<file path="src/hw/rtl/psc_pkg.sv">
// psc_pkg: shared types and constants of the stepper speed controller
// used by psc_ctrl, psc_datapath and pid_stepper_speed_control
`default_nettype none

package psc_pkg;

  typedef enum logic [3:0] {
    S_IDLE,
    S_EST,
    S_MEAS,
    S_INT,
    S_MUL,
    S_DIV,
    S_FIX,
    S_TICK,
    S_DONE
  } state_t;

  typedef struct packed {
    logic capture;
    logic est;
    logic meas;
    logic integ;
    logic mul;
    logic div;
    logic fix;
    logic tick;
    logic load_out;
  } cmd_t;

  typedef struct packed {
    logic out_free;
  } status_t;

  localparam int CFG_IDX_W  = 8;
  localparam int CFG_DATA_W = 16;

  localparam logic [CFG_IDX_W-1:0] REG_TARGET = 8'd0;
  localparam logic [CFG_IDX_W-1:0] REG_GAIN_P = 8'd1;
  localparam logic [CFG_IDX_W-1:0] REG_GAIN_I = 8'd2;
  localparam logic [CFG_IDX_W-1:0] REG_GAIN_D = 8'd3;

  localparam logic [8:0] TARGET_RESET = 9'd0;
  localparam logic [7:0] GAIN_P_RESET = 8'd5;
  localparam logic [7:0] GAIN_I_RESET = 8'd0;
  localparam logic [7:0] GAIN_D_RESET = 8'd0;

  localparam logic        OP_SAMPLE = 1'b0;
  localparam logic        OP_TICK   = 1'b1;

  localparam int SPEED_W     = 9;
  localparam int TICK_W      = 7;
  localparam int ACC_W       = 25;
  localparam int INTEG_LIMIT = 1000;
  localparam int SPEED_SCALE = 500;
  localparam int RAW_FULL    = 255;
  localparam int RECIP_255   = 257;
  localparam int DRIVE_DIV   = 100;
  localparam int RECIP_100   = 655;

  localparam logic [3:0] COIL_RESET = 4'h3;
  localparam logic [3:0] COIL_OFF   = 4'h0;

  localparam logic [3:0] HALF_STEP [8] = '{
    4'h2, 4'h6, 4'h4, 4'hC, 4'h8, 4'h9, 4'h1, 4'h3
  };

endpackage

`default_nettype wire

</file>
<file path="src/hw/rtl/psc_ctrl.sv">
// psc_ctrl: sequencer of the stepper speed controller
// depends on psc_pkg for state, command and status types
`default_nettype none

module psc_ctrl (
  input  wire logic            clk,
  input  wire logic            rst,
  input  wire logic            s_tvalid,
  input  wire logic            op,
  output logic                 s_tready,
  input  wire psc_pkg::status_t status,
  output psc_pkg::cmd_t        cmd
);

  psc_pkg::state_t state;
  psc_pkg::state_t state_next;

  always_ff @(posedge clk) begin
    if (rst) begin
      state <= psc_pkg::S_IDLE;
    end else begin
      state <= state_next;
    end
  end

  always_comb begin
    state_next = state;
    unique case (state)
      psc_pkg::S_IDLE: begin
        if (s_tvalid) begin
          state_next = (op == psc_pkg::OP_TICK) ? psc_pkg::S_TICK : psc_pkg::S_EST;
        end
      end
      psc_pkg::S_EST:  state_next = psc_pkg::S_MEAS;
      psc_pkg::S_MEAS: state_next = psc_pkg::S_INT;
      psc_pkg::S_INT:  state_next = psc_pkg::S_MUL;
      psc_pkg::S_MUL:  state_next = psc_pkg::S_DIV;
      psc_pkg::S_DIV:  state_next = psc_pkg::S_FIX;
      psc_pkg::S_FIX:  state_next = psc_pkg::S_DONE;
      psc_pkg::S_TICK: state_next = psc_pkg::S_DONE;
      psc_pkg::S_DONE: begin
        if (status.out_free) begin
          state_next = psc_pkg::S_IDLE;
        end
      end
      default: state_next = psc_pkg::S_IDLE;
    endcase
  end

  always_comb begin
    cmd      = '0;
    s_tready = 1'b0;
    unique case (state)
      psc_pkg::S_IDLE: begin
        s_tready    = 1'b1;
        cmd.capture = s_tvalid;
      end
      psc_pkg::S_EST:  cmd.est   = 1'b1;
      psc_pkg::S_MEAS: cmd.meas  = 1'b1;
      psc_pkg::S_INT:  cmd.integ = 1'b1;
      psc_pkg::S_MUL:  cmd.mul   = 1'b1;
      psc_pkg::S_DIV:  cmd.div   = 1'b1;
      psc_pkg::S_FIX:  cmd.fix   = 1'b1;
      psc_pkg::S_TICK: cmd.tick  = 1'b1;
      psc_pkg::S_DONE: cmd.load_out = status.out_free;
      default: cmd = '0;
    endcase
  end

endmodule

`default_nettype wire

</file>
<file path="src/hw/rtl/psc_datapath.sv">
// psc_datapath: speed scaling, pid arithmetic, step timing and result register
// depends on psc_pkg; driven by commands from psc_ctrl
`default_nettype none

module psc_datapath #(
  parameter  int PHASE_COUNT = 8,
  parameter  int DRIVE_MAX   = 100,
  localparam int DW          = $clog2(DRIVE_MAX + 1),
  localparam int PH_W        = $clog2(PHASE_COUNT),
  localparam int OUT_BITS    = 4 + DW + psc_pkg::SPEED_W + 1,
  localparam int OUT_W       = ((OUT_BITS + 7) / 8) * 8
) (
  input  wire logic                            clk,
  input  wire logic                            rst,
  input  wire psc_pkg::cmd_t                   cmd,
  output psc_pkg::status_t                     status,
  input  wire logic [7:0]                      sample,
  input  wire logic                            cfg_valid,
  input  wire logic [psc_pkg::CFG_IDX_W-1:0]   cfg_index,
  input  wire logic [psc_pkg::CFG_DATA_W-1:0]  cfg_data,
  output logic                                 m_tvalid,
  input  wire logic                            m_tready,
  output logic [OUT_W-1:0]                     m_tdata
);

  localparam int BOUND = psc_pkg::DRIVE_DIV * (DRIVE_MAX + 1);

  logic [8:0] target;
  logic [7:0] gain_p;
  logic [7:0] gain_i;
  logic [7:0] gain_d;

  logic [16:0]                    v_q;
  logic [8:0]                     qs_q;
  logic [psc_pkg::SPEED_W-1:0]    measured;
  logic signed [10:0]             integ;
  logic signed [9:0]              prev_err;
  logic signed [9:0]              err_q;
  logic signed [10:0]             deriv_q;
  logic signed [psc_pkg::ACC_W-1:0] acc_q;
  logic [14:0]                    a_q;
  logic [8:0]                     qe_q;
  logic                           sat_q;
  logic [DW-1:0]                  drive;
  logic [psc_pkg::TICK_W-1:0]     tick_cnt;
  logic [PH_W-1:0]                phase;
  logic [3:0]                     coil;
  logic                           stepped_q;

  logic [24:0]                    est_prod;
  logic [16:0]                    meas_rem;
  logic [8:0]                     meas_next;
  logic signed [10:0]             err_w;
  logic signed [11:0]             isum;
  logic signed [10:0]             integ_next;
  logic signed [8:0]              gp_s;
  logic signed [8:0]              gi_s;
  logic signed [8:0]              gd_s;
  logic signed [18:0]             prod_p;
  logic signed [19:0]             prod_i;
  logic signed [19:0]             prod_d;
  logic signed [psc_pkg::ACC_W-1:0] term_p;
  logic signed [psc_pkg::ACC_W-1:0] term_i;
  logic signed [psc_pkg::ACC_W-1:0] term_d;
  logic signed [psc_pkg::ACC_W-1:0] acc_next;
  logic [14:0]                    a_next;
  logic [24:0]                    div_prod;
  logic [14:0]                    div_rem;
  logic [8:0]                     quot;
  logic [psc_pkg::TICK_W-1:0]     tick_inc;
  logic [14:0]                    tick_prod;
  logic [PH_W:0]                  phase_inc;
  logic [PH_W-1:0]                phase_next;

  // configuration registers
  always_ff @(posedge clk) begin
    if (rst) begin
      target <= psc_pkg::TARGET_RESET;
      gain_p <= psc_pkg::GAIN_P_RESET;
      gain_i <= psc_pkg::GAIN_I_RESET;
      gain_d <= psc_pkg::GAIN_D_RESET;
    end else if (cfg_valid) begin
      unique case (cfg_index)
        psc_pkg::REG_TARGET: target <= cfg_data[8:0];
        psc_pkg::REG_GAIN_P: gain_p <= cfg_data[7:0];
        psc_pkg::REG_GAIN_I: gain_i <= cfg_data[7:0];
        psc_pkg::REG_GAIN_D: gain_d <= cfg_data[7:0];
        default: ;
      endcase
    end
  end

  // speed scaling: estimate by reciprocal, then one correction
  assign est_prod  = 25'(v_q) + {v_q, 8'b0};
  assign meas_rem  = v_q - 17'(qs_q) * 17'(psc_pkg::RAW_FULL);
  assign meas_next = (meas_rem >= 17'(psc_pkg::RAW_FULL)) ? qs_q + 9'd1 : qs_q;

  // error, clamped integral and derivative
  assign err_w = $signed({2'b00, target}) - $signed({2'b00, measured});
  assign isum  = 12'(integ) + 12'(err_w);
  always_comb begin
    if (isum > 12'sd1000) begin
      integ_next = 11'(psc_pkg::INTEG_LIMIT);
    end else if (isum < -12'sd1000) begin
      integ_next = -11'(psc_pkg::INTEG_LIMIT);
    end else begin
      integ_next = 11'(isum);
    end
  end

  // weighted sum
  assign gp_s   = $signed({1'b0, gain_p});
  assign gi_s   = $signed({1'b0, gain_i});
  assign gd_s   = $signed({1'b0, gain_d});
  assign prod_p = 19'(gp_s) * 19'(err_q);
  assign prod_i = 20'(gi_s) * 20'(integ);
  assign prod_d = 20'(gd_s) * 20'(deriv_q);
  assign term_p = psc_pkg::ACC_W'(prod_p);
  assign term_i = psc_pkg::ACC_W'(prod_i);
  assign term_d = psc_pkg::ACC_W'(prod_d);
  assign acc_next = (term_p <<< 3) + (term_p <<< 1)
                  + (term_i <<< 1) + term_i
                  + (term_d <<< 3) + (term_d <<< 1);

  // divide by one hundred: reciprocal estimate, then one correction
  assign a_next   = (acc_q > 0) ? acc_q[14:0] : '0;
  assign div_prod = 25'(a_next) * 25'(psc_pkg::RECIP_100);
  assign div_rem  = a_q - 15'(qe_q) * 15'(psc_pkg::DRIVE_DIV);
  assign quot     = (div_rem >= 15'(psc_pkg::DRIVE_DIV)) ? qe_q + 9'd1 : qe_q;

  // step timing: count reaches DRIVE_MAX/drive + 1 exactly when count*drive > DRIVE_MAX
  assign tick_inc   = (tick_cnt == '1) ? tick_cnt : tick_cnt + 1'b1;
  assign tick_prod  = 15'(tick_inc) * 15'(drive);
  assign phase_inc  = (PH_W + 1)'(phase) + 1'b1;
  assign phase_next = (phase_inc < (PH_W + 1)'(PHASE_COUNT)) ? phase_inc[PH_W-1:0] : '0;

  always_ff @(posedge clk) begin
    if (cmd.capture) begin
      v_q <= 17'(sample) * 17'(psc_pkg::SPEED_SCALE);
    end
    if (cmd.est) begin
      qs_q <= est_prod[24:16];
    end
    if (cmd.mul) begin
      acc_q <= acc_next;
    end
    if (cmd.integ) begin
      err_q   <= 10'(err_w);
      deriv_q <= err_w - 11'(prev_err);
    end
    if (cmd.div) begin
      sat_q <= (acc_q >= psc_pkg::ACC_W'(BOUND));
      a_q   <= a_next;
      qe_q  <= div_prod[24:16];
    end
  end

  always_ff @(posedge clk) begin
    if (rst) begin
      measured  <= '0;
      integ     <= '0;
      prev_err  <= '0;
      drive     <= '0;
      tick_cnt  <= '0;
      phase     <= '0;
      coil      <= psc_pkg::COIL_RESET;
      stepped_q <= 1'b0;
    end else begin
      if (cmd.capture) begin
        stepped_q <= 1'b0;
      end
      if (cmd.meas) begin
        measured <= meas_next;
      end
      if (cmd.integ) begin
        integ    <= integ_next;
        prev_err <= 10'(err_w);
      end
      if (cmd.fix) begin
        drive <= sat_q ? DW'(DRIVE_MAX) : DW'(quot);
      end
      if (cmd.tick) begin
        if (drive == '0) begin
          coil     <= psc_pkg::COIL_OFF;
          tick_cnt <= '0;
        end else if (tick_prod > 15'(DRIVE_MAX)) begin
          tick_cnt  <= '0;
          phase     <= phase_next;
          coil      <= psc_pkg::HALF_STEP[3'(phase_next)];
          stepped_q <= 1'b1;
        end else begin
          tick_cnt <= tick_inc;
        end
      end
    end
  end

  // result register
  assign status.out_free = !m_tvalid || m_tready;

  always_ff @(posedge clk) begin
    if (rst) begin
      m_tvalid <= 1'b0;
    end else if (cmd.load_out) begin
      m_tvalid <= 1'b1;
    end else if (m_tready) begin
      m_tvalid <= 1'b0;
    end
  end

  always_ff @(posedge clk) begin
    if (cmd.load_out) begin
      m_tdata <= OUT_W'({stepped_q, measured, drive, coil});
    end
  end

  a_drive_range: assert property (@(posedge clk) disable iff (rst)
    drive <= DW'(DRIVE_MAX))
    else $error("drive above limit");

  a_integ_range: assert property (@(posedge clk) disable iff (rst)
    (integ <= 11'sd1000) && (integ >= -11'sd1000))
    else $error("integral outside clamp");

  a_load_valid: assert property (@(posedge clk) disable iff (rst)
    cmd.load_out |=> m_tvalid)
    else $error("result not presented after load");

  a_zero_drive_off: assert property (@(posedge clk) disable iff (rst)
    (cmd.tick && (drive == '0)) |=> (coil == psc_pkg::COIL_OFF) && !stepped_q)
    else $error("coils energised with zero drive");

endmodule

`default_nettype wire

</file>
<file path="src/hw/rtl/pid_stepper_speed_control.sv">
// pid_stepper_speed_control: pid speed controller for a half-step stepper drive
// top level; instantiates psc_ctrl and psc_datapath, types from psc_pkg
//
// input channel s_*: s_tuser is the operation (0 speed sample, 1 timer tick),
// s_tdata carries the raw 8-bit speed reading. every request gives exactly one
// result on m_*: coil pattern, drive level, scaled speed and a stepped flag.
// configuration channel cfg_*: cfg_index selects target speed, p, i or d gain;
// cfg_ready is always high, unknown indexes are dropped. write only when idle.
// the controller walks a sample through the scaling, error and integral, pid
// sum and divide-by-100 steps one per cycle in the shared datapath, and a tick
// through the step timing; a new request is taken only once the last result
// has been loaded into the output register.
// a new drive value takes effect at the next tick.
// reset: gains to defaults, integral, drive and phase to zero, coils to the
// pattern 4'h3. if the receiver stalls, the result is held in the
// output register; one more request is taken and worked through, then the
// block waits in its last step and takes nothing further until the held
// result is taken.
`default_nettype none

module pid_stepper_speed_control #(
  parameter  int PHASE_COUNT = 8,
  parameter  int DRIVE_MAX   = 100,
  localparam int DW          = $clog2(DRIVE_MAX + 1),
  localparam int OUT_BITS    = 4 + DW + psc_pkg::SPEED_W + 1,
  localparam int OUT_W       = ((OUT_BITS + 7) / 8) * 8
) (
  input  wire logic                            clk,
  input  wire logic                            rst,
  input  wire logic                            s_tvalid,
  output logic                                 s_tready,
  input  wire logic [7:0]                      s_tdata,   // sample
  input  wire logic                            s_tuser,   // op
  output logic                                 m_tvalid,
  input  wire logic                            m_tready,
  output logic [OUT_W-1:0]                     m_tdata,   // coil_pattern, drive_level,
                                                          // scaled_speed, stepped
  input  wire logic                            cfg_valid,
  output logic                                 cfg_ready,
  input  wire logic [psc_pkg::CFG_IDX_W-1:0]   cfg_index,
  input  wire logic [psc_pkg::CFG_DATA_W-1:0]  cfg_data
);

  psc_pkg::cmd_t    cmd;
  psc_pkg::status_t status;

  assign cfg_ready = 1'b1;

  psc_ctrl u_ctrl (
    .clk      (clk),
    .rst      (rst),
    .s_tvalid (s_tvalid),
    .op       (s_tuser),
    .s_tready (s_tready),
    .status   (status),
    .cmd      (cmd)
  );

  psc_datapath #(
    .PHASE_COUNT (PHASE_COUNT),
    .DRIVE_MAX   (DRIVE_MAX)
  ) u_datapath (
    .clk       (clk),
    .rst       (rst),
    .cmd       (cmd),
    .status    (status),
    .sample    (s_tdata),
    .cfg_valid (cfg_valid),
    .cfg_index (cfg_index),
    .cfg_data  (cfg_data),
    .m_tvalid  (m_tvalid),
    .m_tready  (m_tready),
    .m_tdata   (m_tdata)
  );

endmodule

`default_nettype wire
</file>
<file path="config.mk">
export PLATFORM = sky130hd
export DESIGN_NAME = pid_stepper_speed_control
export DESIGN_NICKNAME = d
export VERILOG_FILES = /design/src/hw/rtl/psc_pkg.sv /design/src/hw/rtl/psc_ctrl.sv /design/src/hw/rtl/psc_datapath.sv /design/src/hw/rtl/pid_stepper_speed_control.sv
export SDC_FILE = /design/constraint.sdc
export NUM_CORES = 2
export LEC_CHECK = 0
export ABC_AREA = 1
export BUFFER_PORTS_ARGS = -buffer_cell sky130_fd_sc_hd__buf_4
export CORE_MARGIN = 2
export CORE_UTILIZATION = 35
export DETAILED_ROUTE_END_ITERATION = 16
export PLACE_DENSITY = 0.52
export SYNTH_ARGS = -nofsm -noshare
export SYNTH_HDL_FRONTEND = slang
export SYNTH_SLANG_ARGS = --single-unit
</file>
<file path="constraint.sdc">
create_clock -name clk -period 9.15 [get_ports clk]
set_input_delay 1.83 -clock clk [delete_from_list [all_inputs] [get_ports clk]]
set_output_delay 1.83 -clock clk [all_outputs]
set_load 0.03 [all_outputs]
</file>
Word-level counts from Yosys, hierarchy flattened
Memories as Yosys holds them, arrays and structs flattened. Cells that the tools add are included.

Latch bits: 0. Bits in read-only memories: 32. Memories kept: 1. Memory bits (writable): 0. Input bits: 38. Register bits after elaboration: 206.

Memories: (name not given) (depth 8, width 4, rd ports 1, clocked after memory_dff 0, wr ports 0, RTL line psc_datapath.sv:189) `coil <= psc_pkg::HALF_STEP[3'(phase_next)];`.

Bitwise logic cells: 2. Reduce and logical (&&, ||, !) cells: 15. Shift-type cells: 0. Multipliers: 8. Multiplexer cells: 34. Add/subtract/negate cells: 15. Order comparisons: 9. Divide/modulo/power cells: 0. Equal/unequal tests: 14.

Operators by type and width (count): 9-bit by 11-bit multiplier with 20-bit output (2); 7-bit 2-to-1 mux (5); 4-bit one-hot mux with 8 select lines (1); 17-bit by 25-bit adder with 25-bit output (1); 25-bit by 20-bit adder with 25-bit output (1); 25-bit by 21-bit adder with 25-bit output (1); 25-bit by 23-bit adder with 25-bit output (1); 25-bit by 15-bit greater-or-equal comparator with 1-bit output, second input constant (1); 25-bit by 1-bit greater-than comparator with 1-bit output, second input constant (1); 15-bit by 10-bit multiplier with 25-bit output, second input constant (1); 23-bit by 21-bit adder with 24-bit output (1); 4-bit 2-to-1 mux (6); 22-bit by 20-bit adder with 23-bit output (1); 11-bit 2-to-1 mux (2); 9-bit by 10-bit multiplier with 19-bit output (1); 17-bit by 8-bit greater-or-equal comparator with 1-bit output, second input constant (1); 9-bit by 8-bit multiplier with 17-bit output, second input constant (1); 17-bit subtractor (1); 4-bit by 3-bit == test with 1-bit output, second input constant (4); 8-bit by 2-bit == test with 1-bit output, second input constant (2); 1-bit 2-to-1 mux (16); 15-bit by 7-bit greater-or-equal comparator with 1-bit output, second input constant (1); 8-bit by 7-bit multiplier with 15-bit output, second input constant (1); 15-bit 2-to-1 mux (1); 34 further kinds (43).

Logic depth before layout (Yosys ltp)
Word-level depth: 9. Mapped depth: 45. Gate-level depth less buffers: 44.

By module
A second synthesis with hierarchy kept.

Cell total of the unflattened synthesis: 4009. Area total of the unflattened synthesis: 32312.2 um^2.

By module, submodules not included: psc_datapath (sequential area each 5144.9 um^2, area an instance 32035.7 um^2, cells each 3959, times used 1); psc_ctrl (sequential area each 80.1 um^2, area an instance 265.3 um^2, cells each 48, times used 1); pid_stepper_speed_control (sequential area each 0.0 um^2, area an instance 11.3 um^2, cells each 2, times used 1).

Worst setup path after synthesis
OpenSTA, ideal clock, no wires.

Path type: reg2reg. From: register u_datapath.gain_i[5]. To: register u_datapath.acc_q[23] in the netlist's numbering (data pin). Clock period less this slack: 8.373 ns. Data required time: 8.892 ns. Setup slack: 0.777 ns. Stages on the path, launching flop included: 39. Data arrival time: 8.115 ns. Cell sequence: dfxtp_1 > clkbuf_1 > nand2_1 > fa_1 > fa_1 > inv_1 > fa_1 > inv_1 > fa_1 > inv_1 > ha_1 > inv_1 > nor3_1 > nand2_1 > o211ai_1 > nand2_1 > nand2_1 > nand2_1 > [3 not listed] > xnor2_1 > inv_1 > fa_1 > inv_1 > ha_1 > a21oi_1 > nand2_1 > xnor2_1 > fa_1 > inv_1 > fa_1 > ha_1 > inv_1 > nor3_1 > and2_1 > nand4_1 > nand3_1 > xor2_1.

Longest elaborated chain between the ends: 5.

RTL lines: start: declaration (RTL line psc_datapath.sv:30) `logic [7:0] gain_i;`; start signal: assignment (RTL line psc_datapath.sv:80) `gain_i <= psc_pkg::GAIN_I_RESET;`; start signal: assignment (RTL line psc_datapath.sv:86) `psc_pkg::REG_GAIN_I: gain_i <= cfg_data[7:0];`; 9-bit by 11-bit multiplier with 20-bit output * (RTL line psc_datapath.sv:116) `assign prod_i = 20'(gi_s) * 20'(integ);`; 23-bit by 21-bit adder with 24-bit output (RTL line psc_datapath.sv:122) `+ (term_i <<< 1) + term_i`; 25-bit by 20-bit adder with 25-bit output * (RTL line psc_datapath.sv:122); 25-bit by 23-bit adder with 25-bit output * (RTL line psc_datapath.sv:123) `+ (term_d <<< 3) + (term_d <<< 1);`; 25-bit by 21-bit adder with 25-bit output * (RTL line psc_datapath.sv:123); net u_datapath.acc_next, one bit (RTL line psc_datapath.sv:65) `logic signed [psc_pkg::ACC_W-1:0] acc_next;`; end signal: assignment (RTL line psc_datapath.sv:145) `acc_q <= acc_next;`; end: declaration (RTL line psc_datapath.sv:40) `logic signed [psc_pkg::ACC_W-1:0] acc_q;`.

Mark *: on every way through the listed nets, which the timed path passes. The rest lies on a longest branch. A chain may end at the register's enable or synchronous reset.

Final worst setup path
From: register u_datapath.err_q[5]. To: register u_datapath.acc_q[23] in the netlist's numbering (data pin).

Longest elaborated chain between the ends: 6.

RTL lines: start: declaration (RTL line psc_datapath.sv:38) `logic signed [9:0] err_q;`; start signal: assignment (RTL line psc_datapath.sv:148) `err_q <= 10'(err_w);`; 9-bit by 10-bit multiplier with 19-bit output (RTL line psc_datapath.sv:115) `assign prod_p = 19'(gp_s) * 19'(err_q);`; 22-bit by 20-bit adder with 23-bit output (RTL line psc_datapath.sv:121) `assign acc_next = (term_p <<< 3) + (term_p <<< 1)`; 23-bit by 21-bit adder with 24-bit output (RTL line psc_datapath.sv:122); 25-bit by 20-bit adder with 25-bit output (RTL line psc_datapath.sv:122); 25-bit by 23-bit adder with 25-bit output (RTL line psc_datapath.sv:123); 25-bit by 21-bit adder with 25-bit output (RTL line psc_datapath.sv:123); net u_datapath.acc_next, one bit (RTL line psc_datapath.sv:65).

The timed path passes the listed nets, and every way through them passes these cells.

==> summary.txt <==
Drt
  • First drt pass iteration count: 6
  • Post-DR vias/cell: 4.57
  • Drt total wl: 75000 microns
  • Post-route DRC: 0
  • Antenna-violating nets left: 0
  • Routed vias: 24700
  • Wirelength per Cell: 13.9 microns
  • Number of DRC markers in iteration 0: 1201

Placed design
  • DP Cell Count: 5349
  • Placer's final routability congestion estimate: 0.845
  • Post-DP HPWL: 64500 microns
  • Place WS: 0.103 ns
  • PortBufs: 53

Logic synthesis
  • Async SR Flop Fraction: 0
  • Synth warn: 0
  • Sequential share of the synthesized area: 0.160
  • Post-synth EDFFs: 114
  • Largest family of logic cells by synthesized area: adder cells
  • Top cell type's share of synthesized area: 0.255
  • Yosys top cell by area: fa_1
  • Post-Synth XOR/XNOR Area: 0.0454
  • Area contributors post-synth: fa_1, ha_1, inv_1
  • Simple-gate share of the synthesized area: 0.157
  • Netlist cell types: 57
  • Compound-cell area share of the yosys netlist: 0.0749
  • Post-Syn Area: 32600 sq um
  • Mux cell area share after synthesis: 0
  • Post-Synth Adder-Cell Area: 0.430
  • Syn_area_per_cell: 8.04 sq um
  • Post-Synthesis Cells: 4054
  • Yosys reg bits: 204
  • Top FF cell, synth: edfxtp_1

Worst setup path
  • Worst stage delay on the critical path: 0.55 ns
  • Crit path max fanout: 6
  • Critical path's most frequent cell: fa_1
  • Worst EP required: 9.45 ns
  • WP data arrival: 8.94 ns
  • Crit end category: flip-flop
  • WS Path Type: flip-flop to flip-flop
  • Crit path launch type: flip-flop
  • Slowest cell on crit path: fa_1

Floorplanning
  • Row Count: 111
  • Core area: 91900 sq um
  • I/O pins: 65
  • Chip height: 309 microns
  • Die Area: 95600 sq um
  • Initial cell density of the core: 0.355
  • Die width: 309 microns

CTS
  • CTS sink count: 204
  • Worst-path clk slew: 0.06 ns
  • Number of buffers created by CTS: 27
  • Skew-Pair Late Insertion Delay: 0.59 ns
  • H-tree Lvls: 1
  • CTS tree: done
  • Longest Clk Path Bufs: 3
  • Clock root buffer: clkbuf_16
  • Hold-fix buffers, CTS: 0

STA
  • Max Transition Viols Final: 0
  • Post-layout worst setup margin: 0.513 ns
  • F_max: 116 MHz
  • Tmin final: 8.64 ns
  • Clock skew: 0.0386 ns
  • Hold slack: 0.433 ns
  • Slew margin rel.: 0.250
  • Worst-margin pin slew: 1.12 ns
  • Period utilization: 0.944
  • Final setup violation count: 0
  • Final Hold Fails: 0

Final layout
  • Syn-to-layout area delta: 10.4%
  • Fin nets: 5056
  • ANT cells: 0
  • Fin util: 0.391
  • Ratio of cells with drive above 1 in the final layout: 0.0679
  • Non-filler instance count after layout: 5412
  • FILL cells: 9575

Global route
  • Tot GR Track Use: 0.164
  • Vias in the first global route: 25200
  • Largest net degree at the start of global routing: 50
  • Antenna violations before repair: 1
  • GRT overflow: 0
  • First-pass GRT wire length: 127000 microns

Min path
  • HP Class: flip-flop to flip-flop

Status
  • Status: finished clean

Flow run
  • MaxCap Viol Count: 0
-- per-stage QoR --
| step | cell area [sq um] | TNS, ns |
|---|---|---|
| after floorplan | 32600 | 0 |
| after global placement | 34800 | 0 |
| after detailed placement | 34800 | 0 |
| after CTS | 35700 | 0 |
| after global routing | 36000 | -0.0298 |
| final | 36000 | 0 |
-- cells by family after synthesis --
group                      Yosys count
DFF                                204
adders and majority gates          870
other                                2
and+or+nand+nor                   1216
buffers and inverters             1144
xor gates and xnor gates           169
AOI/OAI and AO/OA                  449
-- synthesized netlist by cell type (3+ instances only) --
cell,count
nand3b_1,12
a211oi_1,8
a21oi_1,245
fa_1,416
buf_1,18
nor2_1,167
buf_2,3
nor3_1,25
o211ai_1,8
a31oi_1,13
dfxtp_1,90
buf_4,4
xor2_1,97
o21bai_1,13
a21o_1,13
edfxtp_1,114
clkbuf_1,44
nor2_4,3
inv_1,1060
inv_2,6
nand4_1,33
nand2_1,780
a21boi_0,4
o21ai_0,113
nor2_2,6
o21ai_1,11
o31ai_1,4
o221ai_1,3
and2_1,6
nand2_2,22
nand3_1,141
nor4_1,9
clkbuf_2,8
ha_1,454
o21a_1,3
xnor2_1,72
a21oi_2,3
-- flip-flops by register name (all words and copies together), names as in the netlist, 4 cells and up --
| name | flops |
|---|---|
| u_ctrl.state | 4 |
| u_datapath.a_q | 13 |
| u_datapath.acc_q | 25 |
| u_datapath.coil | 4 |
| u_datapath.deriv_q | 11 |
| u_datapath.drive | 7 |
| u_datapath.err_q | 10 |
| u_datapath.gain_d | 8 |
| u_datapath.gain_i | 8 |
| u_datapath.gain_p | 8 |
| u_datapath.integ | 11 |
| u_datapath.m_tdata | 21 |
| u_datapath.measured | 9 |
| u_datapath.prev_err | 10 |
| u_datapath.qe_q | 9 |
| u_datapath.qs_q | 9 |
| u_datapath.target | 9 |
| u_datapath.tick_cnt | 7 |
| u_datapath.v_q | 15 |
-- cell type report --
class | instances | area (sq um) | area share
well taps | 1243 | 1560 | 0.0432
clock buffers | 34 | 732 | 0.0203
multi-input cells | 2708 | 23300 | 0.646
flip-flops and latches | 204 | 5240 | 0.146
clock inverters | 16 | 148 | 0.00410
inverters | 1067 | 4010 | 0.111
repair buffers | 140 | 1050 | 0.0292
-- path summary, 6_finish.rpt --
check,from,end,slack (ns),depth (start not counted)
max reg2reg,u_datapath.err_q[5],u_datapath.acc_q[23],0.51,41
max,u_datapath.err_q[5],u_datapath.acc_q[23],0.51,41
min reg2reg,u_datapath.measured[4],u_datapath.m_tdata[15],0.43,0
min,u_datapath.measured[4],u_datapath.m_tdata[15],0.43,0
-- per-layer routing --
layer / part of all wire / track usage / vias up
met5: 0 / 0 / -
met1: 0.50 / 0.232 / 11700
li1: - / - / 12600
met3: 0.031 / 0.0166 / 60
met4: 0.015 / 0.0259 / 0
met2: 0.45 / 0.274 / 308
-- placed cells by master (no fill, tap or decap), types with 20 or more instances in the layout --
cell / instances
xnor2_1: 66
nor2_1: 165
inv_1: 1059
ha_1: 450
nand2_1: 778
clkbuf_16: 27
buf_4: 140
xor2_1: 96
nand2_2: 24
nor3_1: 20
o21ai_0: 109
nand4_1: 33
nand3_1: 140
dfxtp_1: 79
fa_1: 415
edfxtp_1: 114
a21oi_1: 239
-- worst max-delay path: cells and delay by family (launching register included) --
| family | cells | cell delay, ns |
|---|---|---|
| fa+ha+maj | 10 | 4.41 |
| simple gates | 13 | 1.44 |
| compound gates | 7 | 0.97 |
| buf+inv | 8 | 0.66 |
| flops | 1 | 0.48 |
| xor+xnor | 3 | 0.38 |
-- what timing repair did --
item	in CTS	in global routing
endpoints found under the setup margin	0	7
setup buffers	0	13
gates resized for setup	0	45
Power is left out: the tool's default activity adds up to more than one toggle a clock period on the data nets, which glitch-free logic cannot reach.
